**config.mk**
```make
export PLATFORM = sky130hd
export DESIGN_NAME = adaptive_freq_tree_symbol_decoder
export DESIGN_NICKNAME = d
export VERILOG_FILES = /design/src/rtl/aftsd_pkg.sv /design/src/rtl/adaptive_freq_tree_symbol_decoder.sv
export SDC_FILE = /design/constraint.sdc
export NUM_CORES = 2
export LEC_CHECK = 0
export BUFFER_PORTS_ARGS = -buffer_cell sky130_fd_sc_hd__clkbuf_2
export CAP_MARGIN = 10
export CORE_MARGIN = 3
export CORE_UTILIZATION = 65
export CTS_BUF_LIST = sky130_fd_sc_hd__clkbuf_2 sky130_fd_sc_hd__clkbuf_4 sky130_fd_sc_hd__clkbuf_8
export CTS_CLUSTER_DIAMETER = 40
export DETAILED_ROUTE_END_ITERATION = 6
export MAX_ROUTING_LAYER = met4
export PLACE_DENSITY = 0.83
export SLEW_MARGIN = 20
export SYNTH_ARGS = -nofsm -noshare
export SYNTH_HDL_FRONTEND = slang
export SYNTH_SLANG_ARGS = --single-unit
export TNS_END_PERCENT = 1
```
**constraint.sdc**
```tcl
create_clock -name clock -period 9.8 [get_ports clock]
set_clock_uncertainty 0.05 [all_clocks]
set_input_delay 0.98 -clock clock [delete_from_list [all_inputs] [get_ports clock]]
set_output_delay 0.98 -clock clock [all_outputs]
set_load 0.02 [all_outputs]
```
**src/rtl/aftsd_pkg.sv**
```systemverilog
package aftsd_pkg;

   // fixed field widths
   localparam int unsigned DATA_W  = 32;
   localparam int unsigned CNT_W   = 17;
   localparam int unsigned SYM_W   = 8;
   localparam int unsigned LIMIT_W = 16;
   localparam int unsigned DIV_CW  = $clog2(DATA_W);

   // reset value of the halving limit
   localparam logic [LIMIT_W-1:0] LIMIT_RESET = 16'h8000;

   // count increment on every visit
   localparam logic [CNT_W-1:0] CNT_INC = 17'd2;

   // packed stream widths
   localparam int unsigned REQ_DATA_W = 2 * DATA_W;
   localparam int unsigned RSP_DATA_W = SYM_W + 2 * DATA_W;

   // sequencer states, one-hot
   typedef enum logic [13:0] {
      S_IDLE    = 14'b00000000000001,
      S_TOT_RQ  = 14'b00000000000010,
      S_TOTAL   = 14'b00000000000100,
      S_DIV     = 14'b00000000001000,
      S_WALK_RD = 14'b00000000010000,
      S_WALK_EV = 14'b00000000100000,
      S_LEAF    = 14'b00000001000000,
      S_MUL     = 14'b00000010000000,
      S_TOTWR   = 14'b00000100000000,
      S_HV_RD   = 14'b00001000000000,
      S_HV_WR   = 14'b00010000000000,
      S_HV_TOT  = 14'b00100000000000,
      S_RB_RD   = 14'b01000000000000,
      S_RB_WR   = 14'b10000000000000
   } state_type;

endpackage

```
**src/rtl/adaptive_freq_tree_symbol_decoder.sv**
```systemverilog
// The result comes from the shared 1-bit-per-cycle divider (two passes) and a tree memory
//   walk with a read state and an evaluate state per level.
// Halving adds a leaf sweep plus a tree rebuild over the memory ports.
// Throughput: one item at a time; the next is accepted once the result is handed over.
// Reset (synchronous, active high) and a start flag run an init pass over all models,
//   during which no item is taken.
module adaptive_freq_tree_symbol_decoder #(
   parameter int unsigned NUM_SYMBOLS = 2,
   parameter int unsigned TREE_LEAVES = 2
) (
   input  logic                              clock,
   input  logic                              reset,
   // req_tdata: range_in [31:0], value_in [63:32]
   input  logic [aftsd_pkg::REQ_DATA_W-1:0]  req_tdata,
   // req_tuser: start_req [0]
   input  logic                              req_tuser,
   input  logic                              req_tvalid,
   output logic                              req_tready,
   // rsp_tdata: symbol [7:0], range_out [39:8], value_out [71:40]
   output logic [aftsd_pkg::RSP_DATA_W-1:0]  rsp_tdata,
   output logic                              rsp_tvalid,
   input  logic                              rsp_tready,
   input  logic                              csr_wr_en,
   input  logic [aftsd_pkg::LIMIT_W-1:0]     csr_wr_data
);

   localparam int unsigned CW    = $clog2(NUM_SYMBOLS);
   localparam int unsigned LW    = $clog2(TREE_LEAVES);
   localparam int unsigned NW    = LW + 1;
   localparam int unsigned AW    = CW + NW;
   localparam int unsigned TDEPTH = NUM_SYMBOLS * 2 * TREE_LEAVES;
   localparam int unsigned SDEPTH = 2 * TREE_LEAVES;
   localparam int unsigned DW    = aftsd_pkg::DATA_W;
   localparam int unsigned KW    = aftsd_pkg::CNT_W;

   // model memory: node 0 of each context holds its total
   logic [KW-1:0] tree_mem [0:TDEPTH-1];
   // subtree sums for the context being rebuilt
   logic [KW-1:0] sub_mem [0:SDEPTH-1];

   aftsd_pkg::state_type state_ff, state_in;

   logic              init_ff, init_in;
   logic              pend_ff, pend_in;
   logic [CW-1:0]     ictx_ff, ictx_in;
   logic [CW-1:0]     ctx_ff, ctx_in;
   logic [LW-1:0]     hidx_ff, hidx_in;
   logic [KW-1:0]     sum_ff, sum_in;
   logic [NW-1:0]     node_ff, node_in;
   logic [KW:0]       acc_ff, acc_in;
   logic [KW-1:0]     bound_ff, bound_in;
   logic [KW-1:0]     total_ff, total_in;
   logic [DW-1:0]     step_ff, step_in;
   logic [DW-1:0]     range_ff, range_in;
   logic [DW-1:0]     value_ff, value_in;
   logic [DW-1:0]     div_rem_ff, div_rem_in;
   logic [DW-1:0]     div_quo_ff, div_quo_in;
   logic [DW-1:0]     div_dvs_ff, div_dvs_in;
   logic              div_pass_ff, div_pass_in;
   logic [aftsd_pkg::DIV_CW-1:0] div_cnt_ff, div_cnt_in;
   logic [KW-1:0]     leaf_ff, leaf_in;
   logic [DW-1:0]     accstep_ff, accstep_in;
   logic [aftsd_pkg::SYM_W-1:0] res_sym_ff, res_sym_in;
   logic [DW-1:0]     res_range_ff, res_range_in;
   logic [DW-1:0]     res_value_ff, res_value_in;
   logic [CW-1:0]     res_ctx_ff, res_ctx_in;
   logic              rsp_valid_ff, rsp_valid_in;
   logic [aftsd_pkg::RSP_DATA_W-1:0] rsp_data_ff, rsp_data_in;
   logic [aftsd_pkg::LIMIT_W-1:0]    limit_ff, limit_in;

   logic [KW-1:0]     tree_rd_ff;
   logic [KW-1:0]     sub_a_ff;
   logic [KW-1:0]     sub_b_ff;

   // memory port controls
   logic [AW-1:0]     tr_addr;
   logic              tw_en;
   logic [AW-1:0]     tw_addr;
   logic [KW-1:0]     tw_data;
   logic              sw_en;
   logic [NW-1:0]     sw_addr;
   logic [KW-1:0]     sw_data;
   logic [NW-1:0]     sub_ra;
   logic [NW-1:0]     sub_rb;

   // datapath helpers
   logic [CW-1:0]     mctx;
   logic [DW:0]       div_sh;
   logic              div_ge;
   logic [DW-1:0]     div_quo_nx;
   logic [DW-1:0]     div_rem_nx;
   logic [KW:0]       mul_b;
   logic [DW+KW:0]    mul_full;
   logic [KW:0]       walk_sum;
   logic [KW-1:0]     half_val;
   logic [KW-1:0]     leaf_new;
   logic [KW-1:0]     total_new;
   logic [KW+1:0]     span_end;
   logic [LW-1:0]     leaf_sym;
   logic              accept;
   logic              hand_over;

   assign accept     = req_tvalid && req_tready;
   assign req_tready = (state_ff == aftsd_pkg::S_IDLE);
   assign rsp_tvalid = rsp_valid_ff;
   assign rsp_tdata  = rsp_data_ff;
   assign mctx       = init_ff ? ictx_ff : ctx_ff;
   assign hand_over  = !rsp_valid_ff || rsp_tready;

   // restoring divider step, one quotient bit per cycle
   assign div_sh     = {div_rem_ff, div_quo_ff[DW-1]};
   assign div_ge     = (div_sh >= {1'b0, div_dvs_ff});
   assign div_rem_nx = div_ge ? DW'(div_sh - {1'b0, div_dvs_ff}) : div_sh[DW-1:0];
   assign div_quo_nx = {div_quo_ff[DW-2:0], div_ge};

   // shared multiplier: step times acc, then step times leaf
   assign mul_b    = (state_ff == aftsd_pkg::S_LEAF) ? acc_ff : {1'b0, leaf_ff};
   assign mul_full = step_ff * mul_b;

   assign walk_sum  = {1'b0, tree_rd_ff} + acc_ff;
   assign leaf_new  = leaf_ff + aftsd_pkg::CNT_INC;
   assign total_new = total_ff + aftsd_pkg::CNT_INC;
   assign span_end  = {1'b0, acc_ff} + {2'b00, leaf_ff};
   assign leaf_sym  = node_ff[LW-1:0];

   // halve rounding up, or the uniform count during init
   always_comb begin
      if (init_ff) begin
         half_val = ({1'b0, hidx_ff} < (LW+1)'(NUM_SYMBOLS)) ? KW'(1) : '0;
      end else if (tree_rd_ff == '0) begin
         half_val = '0;
      end else begin
         half_val = ((tree_rd_ff - KW'(1)) >> 1) + KW'(1);
      end
   end

   // child addresses of the node being rebuilt
   assign sub_ra = {node_ff[NW-2:0], 1'b0};
   assign sub_rb = {node_ff[NW-2:0], 1'b1};

   // memory port selection
   always_comb begin
      tr_addr = {mctx, node_ff};
      tw_en   = 1'b0;
      tw_addr = {mctx, node_ff};
      tw_data = leaf_new;
      sw_en   = 1'b0;
      sw_addr = node_ff;
      sw_data = sub_a_ff + sub_b_ff;
      case (state_ff)
         aftsd_pkg::S_TOT_RQ: begin
            tr_addr = {mctx, NW'(0)};
         end
         aftsd_pkg::S_HV_RD: begin
            tr_addr = {mctx, 1'b1, hidx_ff};
         end
         aftsd_pkg::S_WALK_EV: begin
            tw_en   = ({1'b0, bound_ff} < walk_sum);
            tw_data = tree_rd_ff + aftsd_pkg::CNT_INC;
         end
         aftsd_pkg::S_MUL: begin
            tw_en   = 1'b1;
         end
         aftsd_pkg::S_TOTWR: begin
            tw_en   = 1'b1;
            tw_addr = {mctx, NW'(0)};
            tw_data = total_new;
         end
         aftsd_pkg::S_HV_WR: begin
            tw_en   = 1'b1;
            tw_addr = {mctx, 1'b1, hidx_ff};
            tw_data = half_val;
            sw_en   = 1'b1;
            sw_addr = {1'b1, hidx_ff};
            sw_data = half_val;
         end
         aftsd_pkg::S_HV_TOT: begin
            tw_en   = 1'b1;
            tw_addr = {mctx, NW'(0)};
            tw_data = sum_ff;
         end
         aftsd_pkg::S_RB_WR: begin
            tw_en   = 1'b1;
            tw_data = sub_a_ff;
            sw_en   = 1'b1;
         end
         default: begin
         end
      endcase
   end

   // model memory, one write and one registered read
   always_ff @(posedge clock) begin
      if (tw_en) begin
         tree_mem[tw_addr] <= tw_data;
      end
      tree_rd_ff <= tree_mem[tr_addr];
   end

   // subtree sum memory, one write and two registered reads
   always_ff @(posedge clock) begin
      if (sw_en) begin
         sub_mem[sw_addr] <= sw_data;
      end
      sub_a_ff <= sub_mem[sub_ra];
      sub_b_ff <= sub_mem[sub_rb];
   end

   // sequencer and datapath next values
   always_comb begin
      state_in     = state_ff;
      init_in      = init_ff;
      pend_in      = pend_ff;
      ictx_in      = ictx_ff;
      ctx_in       = ctx_ff;
      hidx_in      = hidx_ff;
      sum_in       = sum_ff;
      node_in      = node_ff;
      acc_in       = acc_ff;
      bound_in     = bound_ff;
      total_in     = total_ff;
      step_in      = step_ff;
      range_in     = range_ff;
      value_in     = value_ff;
      div_rem_in   = div_rem_ff;
      div_quo_in   = div_quo_ff;
      div_dvs_in   = div_dvs_ff;
      div_pass_in  = div_pass_ff;
      div_cnt_in   = div_cnt_ff;
      leaf_in      = leaf_ff;
      accstep_in   = accstep_ff;
      res_sym_in   = res_sym_ff;
      res_range_in = res_range_ff;
      res_value_in = res_value_ff;
      res_ctx_in   = res_ctx_ff;
      rsp_valid_in = rsp_valid_ff && !rsp_tready;
      rsp_data_in  = rsp_data_ff;
      limit_in     = csr_wr_en ? csr_wr_data : limit_ff;

      unique case (state_ff)
         aftsd_pkg::S_IDLE: begin
            // take a new transaction; a start flag first runs the init pass
            if (accept) begin
               range_in = req_tdata[DW-1:0];
               value_in = req_tdata[2*DW-1:DW];
               if (req_tuser) begin
                  init_in  = 1'b1;
                  pend_in  = 1'b1;
                  ictx_in  = '0;
                  ctx_in   = '0;
                  hidx_in  = '0;
                  sum_in   = '0;
                  state_in = aftsd_pkg::S_HV_RD;
               end else begin
                  state_in = aftsd_pkg::S_TOT_RQ;
               end
            end
         end
         aftsd_pkg::S_TOT_RQ: begin
            state_in = aftsd_pkg::S_TOTAL;
         end
         aftsd_pkg::S_TOTAL: begin
            // first pass: range over total
            total_in    = tree_rd_ff;
            div_rem_in  = '0;
            div_quo_in  = range_ff;
            div_dvs_in  = DW'(tree_rd_ff);
            div_pass_in = 1'b0;
            div_cnt_in  = '0;
            state_in    = aftsd_pkg::S_DIV;
         end
         aftsd_pkg::S_DIV: begin
            div_rem_in = div_rem_nx;
            div_quo_in = div_quo_nx;
            div_cnt_in = div_cnt_ff + 1'b1;
            if (div_cnt_ff == aftsd_pkg::DIV_CW'(DW - 1)) begin
               if (!div_pass_ff) begin
                  // second pass: value over step
                  step_in     = (total_ff == '0) ? '0 : div_quo_nx;
                  div_rem_in  = '0;
                  div_quo_in  = value_ff;
                  div_dvs_in  = (total_ff == '0) ? '0 : div_quo_nx;
                  div_pass_in = 1'b1;
                  div_cnt_in  = '0;
               end else begin
                  // clamp the quotient below the total
                  if (total_ff == '0) begin
                     bound_in = '0;
                  end else if (div_quo_nx < DW'(total_ff)) begin
                     bound_in = div_quo_nx[KW-1:0];
                  end else begin
                     bound_in = total_ff - KW'(1);
                  end
                  node_in  = NW'(1);
                  acc_in   = '0;
                  state_in = aftsd_pkg::S_WALK_RD;
               end
            end
         end
         aftsd_pkg::S_WALK_RD: begin
            state_in = node_ff[NW-1] ? aftsd_pkg::S_LEAF : aftsd_pkg::S_WALK_EV;
         end
         aftsd_pkg::S_WALK_EV: begin
            // go left and bump the node, or go right and move the base
            if ({1'b0, bound_ff} < walk_sum) begin
               node_in = {node_ff[NW-2:0], 1'b0};
            end else begin
               acc_in  = walk_sum;
               node_in = {node_ff[NW-2:0], 1'b1};
            end
            state_in = aftsd_pkg::S_WALK_RD;
         end
         aftsd_pkg::S_LEAF: begin
            leaf_in    = tree_rd_ff;
            accstep_in = mul_full[DW-1:0];
            state_in   = aftsd_pkg::S_MUL;
         end
         aftsd_pkg::S_MUL: begin
            // last interval takes whatever range is left
            if (span_end < (KW+2)'(total_ff)) begin
               res_range_in = mul_full[DW-1:0];
            end else begin
               res_range_in = range_ff - accstep_ff;
            end
            res_value_in = value_ff - accstep_ff;
            res_sym_in   = aftsd_pkg::SYM_W'(leaf_sym);
            res_ctx_in   = ({1'b0, leaf_sym} < (LW+1)'(NUM_SYMBOLS)) ? CW'(leaf_sym) : '0;
            state_in     = aftsd_pkg::S_TOTWR;
         end
         aftsd_pkg::S_TOTWR: begin
            hidx_in = '0;
            sum_in  = '0;
            if (KW'(limit_ff) <= total_new) begin
               state_in = aftsd_pkg::S_HV_RD;
            end else begin
               state_in = aftsd_pkg::S_IDLE;
               if (hand_over) begin
                  rsp_valid_in = 1'b1;
                  rsp_data_in  = {res_value_ff, res_range_ff, res_sym_ff};
                  ctx_in       = res_ctx_ff;
               end else begin
                  state_in = aftsd_pkg::S_TOTWR;
               end
            end
         end
         aftsd_pkg::S_HV_RD: begin
            state_in = aftsd_pkg::S_HV_WR;
         end
         aftsd_pkg::S_HV_WR: begin
            // new leaf into both memories, running total
            sum_in  = sum_ff + half_val;
            hidx_in = hidx_ff + 1'b1;
            if (hidx_ff == LW'(TREE_LEAVES - 1)) begin
               state_in = aftsd_pkg::S_HV_TOT;
            end else begin
               state_in = aftsd_pkg::S_HV_RD;
            end
         end
         aftsd_pkg::S_HV_TOT: begin
            node_in  = NW'(TREE_LEAVES - 1);
            state_in = aftsd_pkg::S_RB_RD;
         end
         aftsd_pkg::S_RB_RD: begin
            state_in = aftsd_pkg::S_RB_WR;
         end
         aftsd_pkg::S_RB_WR: begin
            // left sums from the deepest internal node up to the root
            if (node_ff == NW'(1)) begin
               if (init_ff && (ictx_ff != CW'(NUM_SYMBOLS - 1))) begin
                  ictx_in  = ictx_ff + 1'b1;
                  hidx_in  = '0;
                  sum_in   = '0;
                  state_in = aftsd_pkg::S_HV_RD;
               end else if (init_ff) begin
                  init_in  = 1'b0;
                  pend_in  = 1'b0;
                  state_in = pend_ff ? aftsd_pkg::S_TOT_RQ : aftsd_pkg::S_IDLE;
               end else if (hand_over) begin
                  rsp_valid_in = 1'b1;
                  rsp_data_in  = {res_value_ff, res_range_ff, res_sym_ff};
                  ctx_in       = res_ctx_ff;
                  state_in     = aftsd_pkg::S_IDLE;
               end
            end else begin
               node_in  = node_ff - 1'b1;
               state_in = aftsd_pkg::S_RB_RD;
            end
         end
         default: begin
            state_in = aftsd_pkg::S_IDLE;
         end
      endcase
   end

   // control registers
   always_ff @(posedge clock) begin
      if (reset) begin
         state_ff     <= aftsd_pkg::S_HV_RD;
         init_ff      <= 1'b1;
         pend_ff      <= 1'b0;
         ictx_ff      <= '0;
         ctx_ff       <= '0;
         hidx_ff      <= '0;
         sum_ff       <= '0;
         rsp_valid_ff <= 1'b0;
         limit_ff     <= aftsd_pkg::LIMIT_RESET;
      end else begin
         state_ff     <= state_in;
         init_ff      <= init_in;
         pend_ff      <= pend_in;
         ictx_ff      <= ictx_in;
         ctx_ff       <= ctx_in;
         hidx_ff      <= hidx_in;
         sum_ff       <= sum_in;
         rsp_valid_ff <= rsp_valid_in;
         limit_ff     <= limit_in;
      end
   end

   // payload registers
   always_ff @(posedge clock) begin
      node_ff      <= node_in;
      acc_ff       <= acc_in;
      bound_ff     <= bound_in;
      total_ff     <= total_in;
      step_ff      <= step_in;
      range_ff     <= range_in;
      value_ff     <= value_in;
      div_rem_ff   <= div_rem_in;
      div_quo_ff   <= div_quo_in;
      div_dvs_ff   <= div_dvs_in;
      div_pass_ff  <= div_pass_in;
      div_cnt_ff   <= div_cnt_in;
      leaf_ff      <= leaf_in;
      accstep_ff   <= accstep_in;
      res_sym_ff   <= res_sym_in;
      res_range_ff <= res_range_in;
      res_value_ff <= res_value_in;
      res_ctx_ff   <= res_ctx_in;
      rsp_data_ff  <= rsp_data_in;
   end

endmodule

```
==> tab_implementation.tex <==
\begin{tabular}{lr}
\hline
Metric & Value \\
\hline
\multicolumn{2}{l}{\textbf{CTS}} \\
\quad \# Post-CTS Setup Buffers & 0 \\
\quad Clock sink total & approximately 740 \\
\quad Number of buffers created by CTS & between 100 and 150 \\
\quad Maximum root-to-sink buffer count & 3 \\
\quad Clock latency reported for the late side of the worst-skew pair & $\sim$0.82 ns \\
\quad \# H-tree levels & 4 \\
\quad TritonCTS clock tree & yes \\
\quad Library cell used as clock root buffer & clkbuf\_8 \\
\quad Resize count post-CTS & 0 \\
\quad Clock-pin slew of the registers on the worst-case setup and hold paths & 0.07 ns \\
\quad Hold buffer count at CTS & 0 \\
\multicolumn{2}{l}{\textbf{Global route}} \\
\quad Number of antenna violations at the first check in global routing & 6 \\
\quad Number of global-route vias before repair & between 30,000 and 40,000 \\
\quad Largest net degree at the start of global routing & 85 \\
\quad Global route total overflow & 0 \\
\quad Total global-route track usage & 34.2\% \\
\quad Wire length of the first global-routing pass & 208,000 um \\
\multicolumn{2}{l}{\textbf{Floorplan}} \\
\quad Number of standard-cell rows in the floorplan & slightly above 100 \\
\quad Area enclosed by the die boundary & 80,400 sq um \\
\quad Floorplan core area & 76,100 sq um \\
\quad Starting utilization of the core area & between 60\% and 70\% \\
\quad I/O pins & 160 \\
\quad Die X & around 280 um \\
\quad Die Height & between 200 and 300 um \\
\multicolumn{2}{l}{\textbf{Power}} \\
\quad Register share of total power & between 40 and 50\% \\
\quad Portion of total power attributed to combinational logic & around 6\% \\
\quad Pwr Total & between 0.006 and 0.007 W \\
\quad Total net switching power & roughly 0.0017 W \\
\quad Pint & around 0.0053 W \\
\quad Part of the total power dissipated in the clock network & 44.3\% \\
\quad Leakage component of the power & around 23 nW \\
\quad PD cells & 127 nW/um\^{}2 \\
\quad Sw Ratio & around 25\% \\
\quad Max VDD drop & around 0.12 mV \\
\multicolumn{2}{l}{\textbf{Route}} \\
\quad Wire length per cell & between 20 and 25 um \\
\quad Vias post-DR & 37,132 \\
\quad Routed vias/inst & around 6 \\
\quad Detailed-route DRC error count & 0 \\
\quad Total wire length after detailed routing & 133,000 um \\
\quad Drt initial violations & around 4,000 \\
\quad Count of nets left with antenna violations after detail routing & 0 \\
\quad Router iterations before antenna repair & 6 \\
\multicolumn{2}{l}{\textbf{Logic synthesis}} \\
\quad Most numerous cell types in the synthesized netlist & 635 x edfxtp\_1, 628 x nand2\_1, 536 x inv\_1 \\
\quad Leading area contributor after synthesis & edfxtp\_1 \\
\quad Mapped cell area & 50,100 sq um \\
\quad Register bit total from synthesis & between 700 and 800 \\
\quad Distinct cell type count after synthesis & 83 \\
\quad Area share of the largest cell type after synthesis & 38.1\% \\
\quad Number of flops mapped to enable cells by yosys & approximately 640 \\
\quad Async S/R FF share, synth & 0\% \\
\quad Top cells by area in the synthesized netlist & edfxtp\_1 38\%, fa\_1 14\%, ha\_1 7.5\% \\
\quad Ys Warns & 0 \\
\quad Mean instance size in the synthesized netlist & 10.5 sq um \\
\quad Proportion of synthesized chip area in sequential cells & approximately 42\% \\
\quad Predominant post-synthesis flop cell & edfxtp\_1 \\
\quad Dominant cell by count in the synthesized netlist & edfxtp\_1 \\
\quad Synthesized netlist cell count & roughly 4,800 \\
\multicolumn{2}{l}{\textbf{Setup path}} \\
\quad Slowest Stage Delay on Critical Path & $\sim$0.73 ns \\
\quad Worst Path Max Fanout & 29 \\
\quad Slowest stage cell, crit path & nor4\_1 \\
\quad Arrival time worst endpoint & about 9.5 ns \\
\quad Critical path start-end classification & reg2reg \\
\quad Largest delay share family, worst path & adder cells \\
\quad Nature of the critical path startpoint & register \\
\quad Number of buffers and inverters on the critical path & 4 \\
\quad Critical Path Most Common Cell & fa\_1 \\
\quad Req. time, crit path & 10.30 ns \\
\quad Critical path capture point type & register \\
\multicolumn{2}{l}{\textbf{Timing}} \\
\quad Final Setup Violations & 0 \\
\quad Setup total negative slack & 0 ns \\
\quad Min Clock Period, post-route & 8.95 ns \\
\quad Final worst setup slack & roughly 0.85 ns \\
\quad Actual slew at the worst max-slew pin & between 1 and 1.5 ns \\
\quad Setup repair after global routing missed its margin & false \\
\quad Timing-limited maximum frequency & 112 MHz \\
\quad Slew Viols, Final & 0 \\
\quad Final Hold Violating Endpoints & 0 \\
\quad Crit share post-route & 91.3\% \\
\quad Worst relative slew slack & a little under a quarter \\
\multicolumn{2}{l}{\textbf{Layout}} \\
\quad Synthesis-to-layout area growth & 9.61\% \\
\quad Filler Cell Count & 5,323 \\
\quad Share of cells above drive strength 1 & 11.1\% \\
\quad Core Util, Final & 72.1\% \\
\quad Flip-flop count of the largest register after layout & between 100 and 150 \\
\quad Non-Filler Cell Area, Final & between 50,000 and 60,000 sq um \\
\quad Count of nets after finishing & between 5,000 and 6,000 \\
\quad Reg with most FFs & tree\_mem \\
\multicolumn{2}{l}{\textbf{Place}} \\
\quad Routability congestion estimate & 0.997 \\
\quad Count of input and output buffers & 152 \\
\quad Area of placed instances & slightly above 50,000 sq um \\
\quad Detailed placement HPWL & 97,500 um \\
\quad Setup Slack @ Placement & 0.953 ns \\
\multicolumn{2}{l}{\textbf{Run status}} \\
\quad Result of the run & complete, no violations \\
\multicolumn{2}{l}{\textbf{Hold path}} \\
\quad Min-Delay Path Class & in2reg \\
\multicolumn{2}{l}{\textbf{Job}} \\
\quad Max Cap Violations & 0 \\
\hline
\end{tabular}
final timing paths:
path                            depth (start not counted)            start  slack, ns               end
worst max-delay path                                   26      state_ff[7]       0.85  res_range_ff[31]
worst min-delay path                                    1    req_tdata[52]       0.30      value_ff[20]
worst min register to register                          0  res_value_ff[5]       0.36     rsp_tdata[45]
worst max register to register                         26      state_ff[7]       0.85  res_range_ff[31]
through the flow:
step	instances	hold slack, ns
3_3_place_gp	5831	0.353
5_1_grt	6080	0.254
2_1_floorplan	4780	0.350
3_5_place_dp	5831	0.355
4_1_cts	6077	0.238
6_report	6081	0.296
layout make-up:
type	instances	area (sq um)	area share, %
Antenna cell	4	10.0	0.0182
Clock buffer	180	2250	4.09
Clock inverter	66	613	1.12
Inverter	537	2020	3.67
Multi-Input combinational cell	3317	26400	48.1
Sequential cell	739	21200	38.5
Tap cell	1030	1290	2.35
Timing Repair Buffer	208	1180	2.15
power groups by stage:
| stage | logic (W) | clock network, W | registers [W] |
|---|---|---|---|
| 6_report | 0.000422 | 0.00309 | 0.00347 |
| 3_5_place_dp | 0.000405 | 0 | 0.00353 |
| 5_1_grt | 0.000458 | 0.00328 | 0.00347 |
| 2_1_floorplan | 0.000276 | 0 | 0.00351 |
| 3_3_place_gp | 0.000397 | 0 | 0.00353 |
| 4_1_cts | 0.000411 | 0.00313 | 0.00347 |
cell usage in the layout, fill, tap and decap left out, types with 48 or more instances in the layout:
master,instances
a21o_1,84
nor3_1,61
ha_1,301
clkbuf_8,143
a21oi_1,175
o21ai_0,211
buf_4,56
nand3_1,165
and2_1,174
inv_1,536
edfxtp_1,635
dfxtp_1,104
nor2_1,265
mux2i_1,77
and3_1,48
xor2_1,75
xnor2_1,183
fa_1,340
mux2_2,69
nand2_1,627
nor2b_1,48
clkbuf_2,152
kinds of logic after synthesis:
| kind of cell | synth area share, % |
|---|---|
| muxes | 3.11 |
| other | 0.00749 |
| DFF | 42.2 |
| xor gates and xnor gates | 4.51 |
| and+or+nand+nor | 14.6 |
| AOI/OAI and AO/OA | 8.88 |
| buffers and inverters | 5.54 |
| adders and majority gates | 21.1 |
layer usage:
| metal | global-route usage (%) | wire length (um) | up-vias |
|---|---|---|---|
| li1 | - | - | 16618 |
| met1 | 46.1 | 53500 | 18091 |
| met2 | 51.2 | 60300 | 2045 |
| met3 | 6.84 | 13800 | 378 |
| met4 | 14.6 | 5600 | 0 |
| met5 | - | 0 | - |
worst register-to-register path, cell delays in order, from the launching register on:
cell	delay, ns
dfxtp_1	0.36
nor4_1	0.73
nand4_2	0.16
buf_4	0.26
mux2_2	0.68
nand2_1	0.19
fa_1	0.54
fa_1	0.55
inv_1	0.05
fa_1	0.49
inv_1	0.05
fa_1	0.55
fa_1	0.43
fa_1	0.49
inv_1	0.05
ha_1	0.33
a21o_1	0.18
a21oi_1	0.25
nor4b_1	0.46
nand2_1	0.09
o21ai_0	0.26
o21ai_0	0.37
a21o_1	0.30
a31oi_1	0.24
o21ai_0	0.15
xnor2_1	0.16
mux2_2	0.27
No activity file was read; power rests on OpenSTA's default activity.
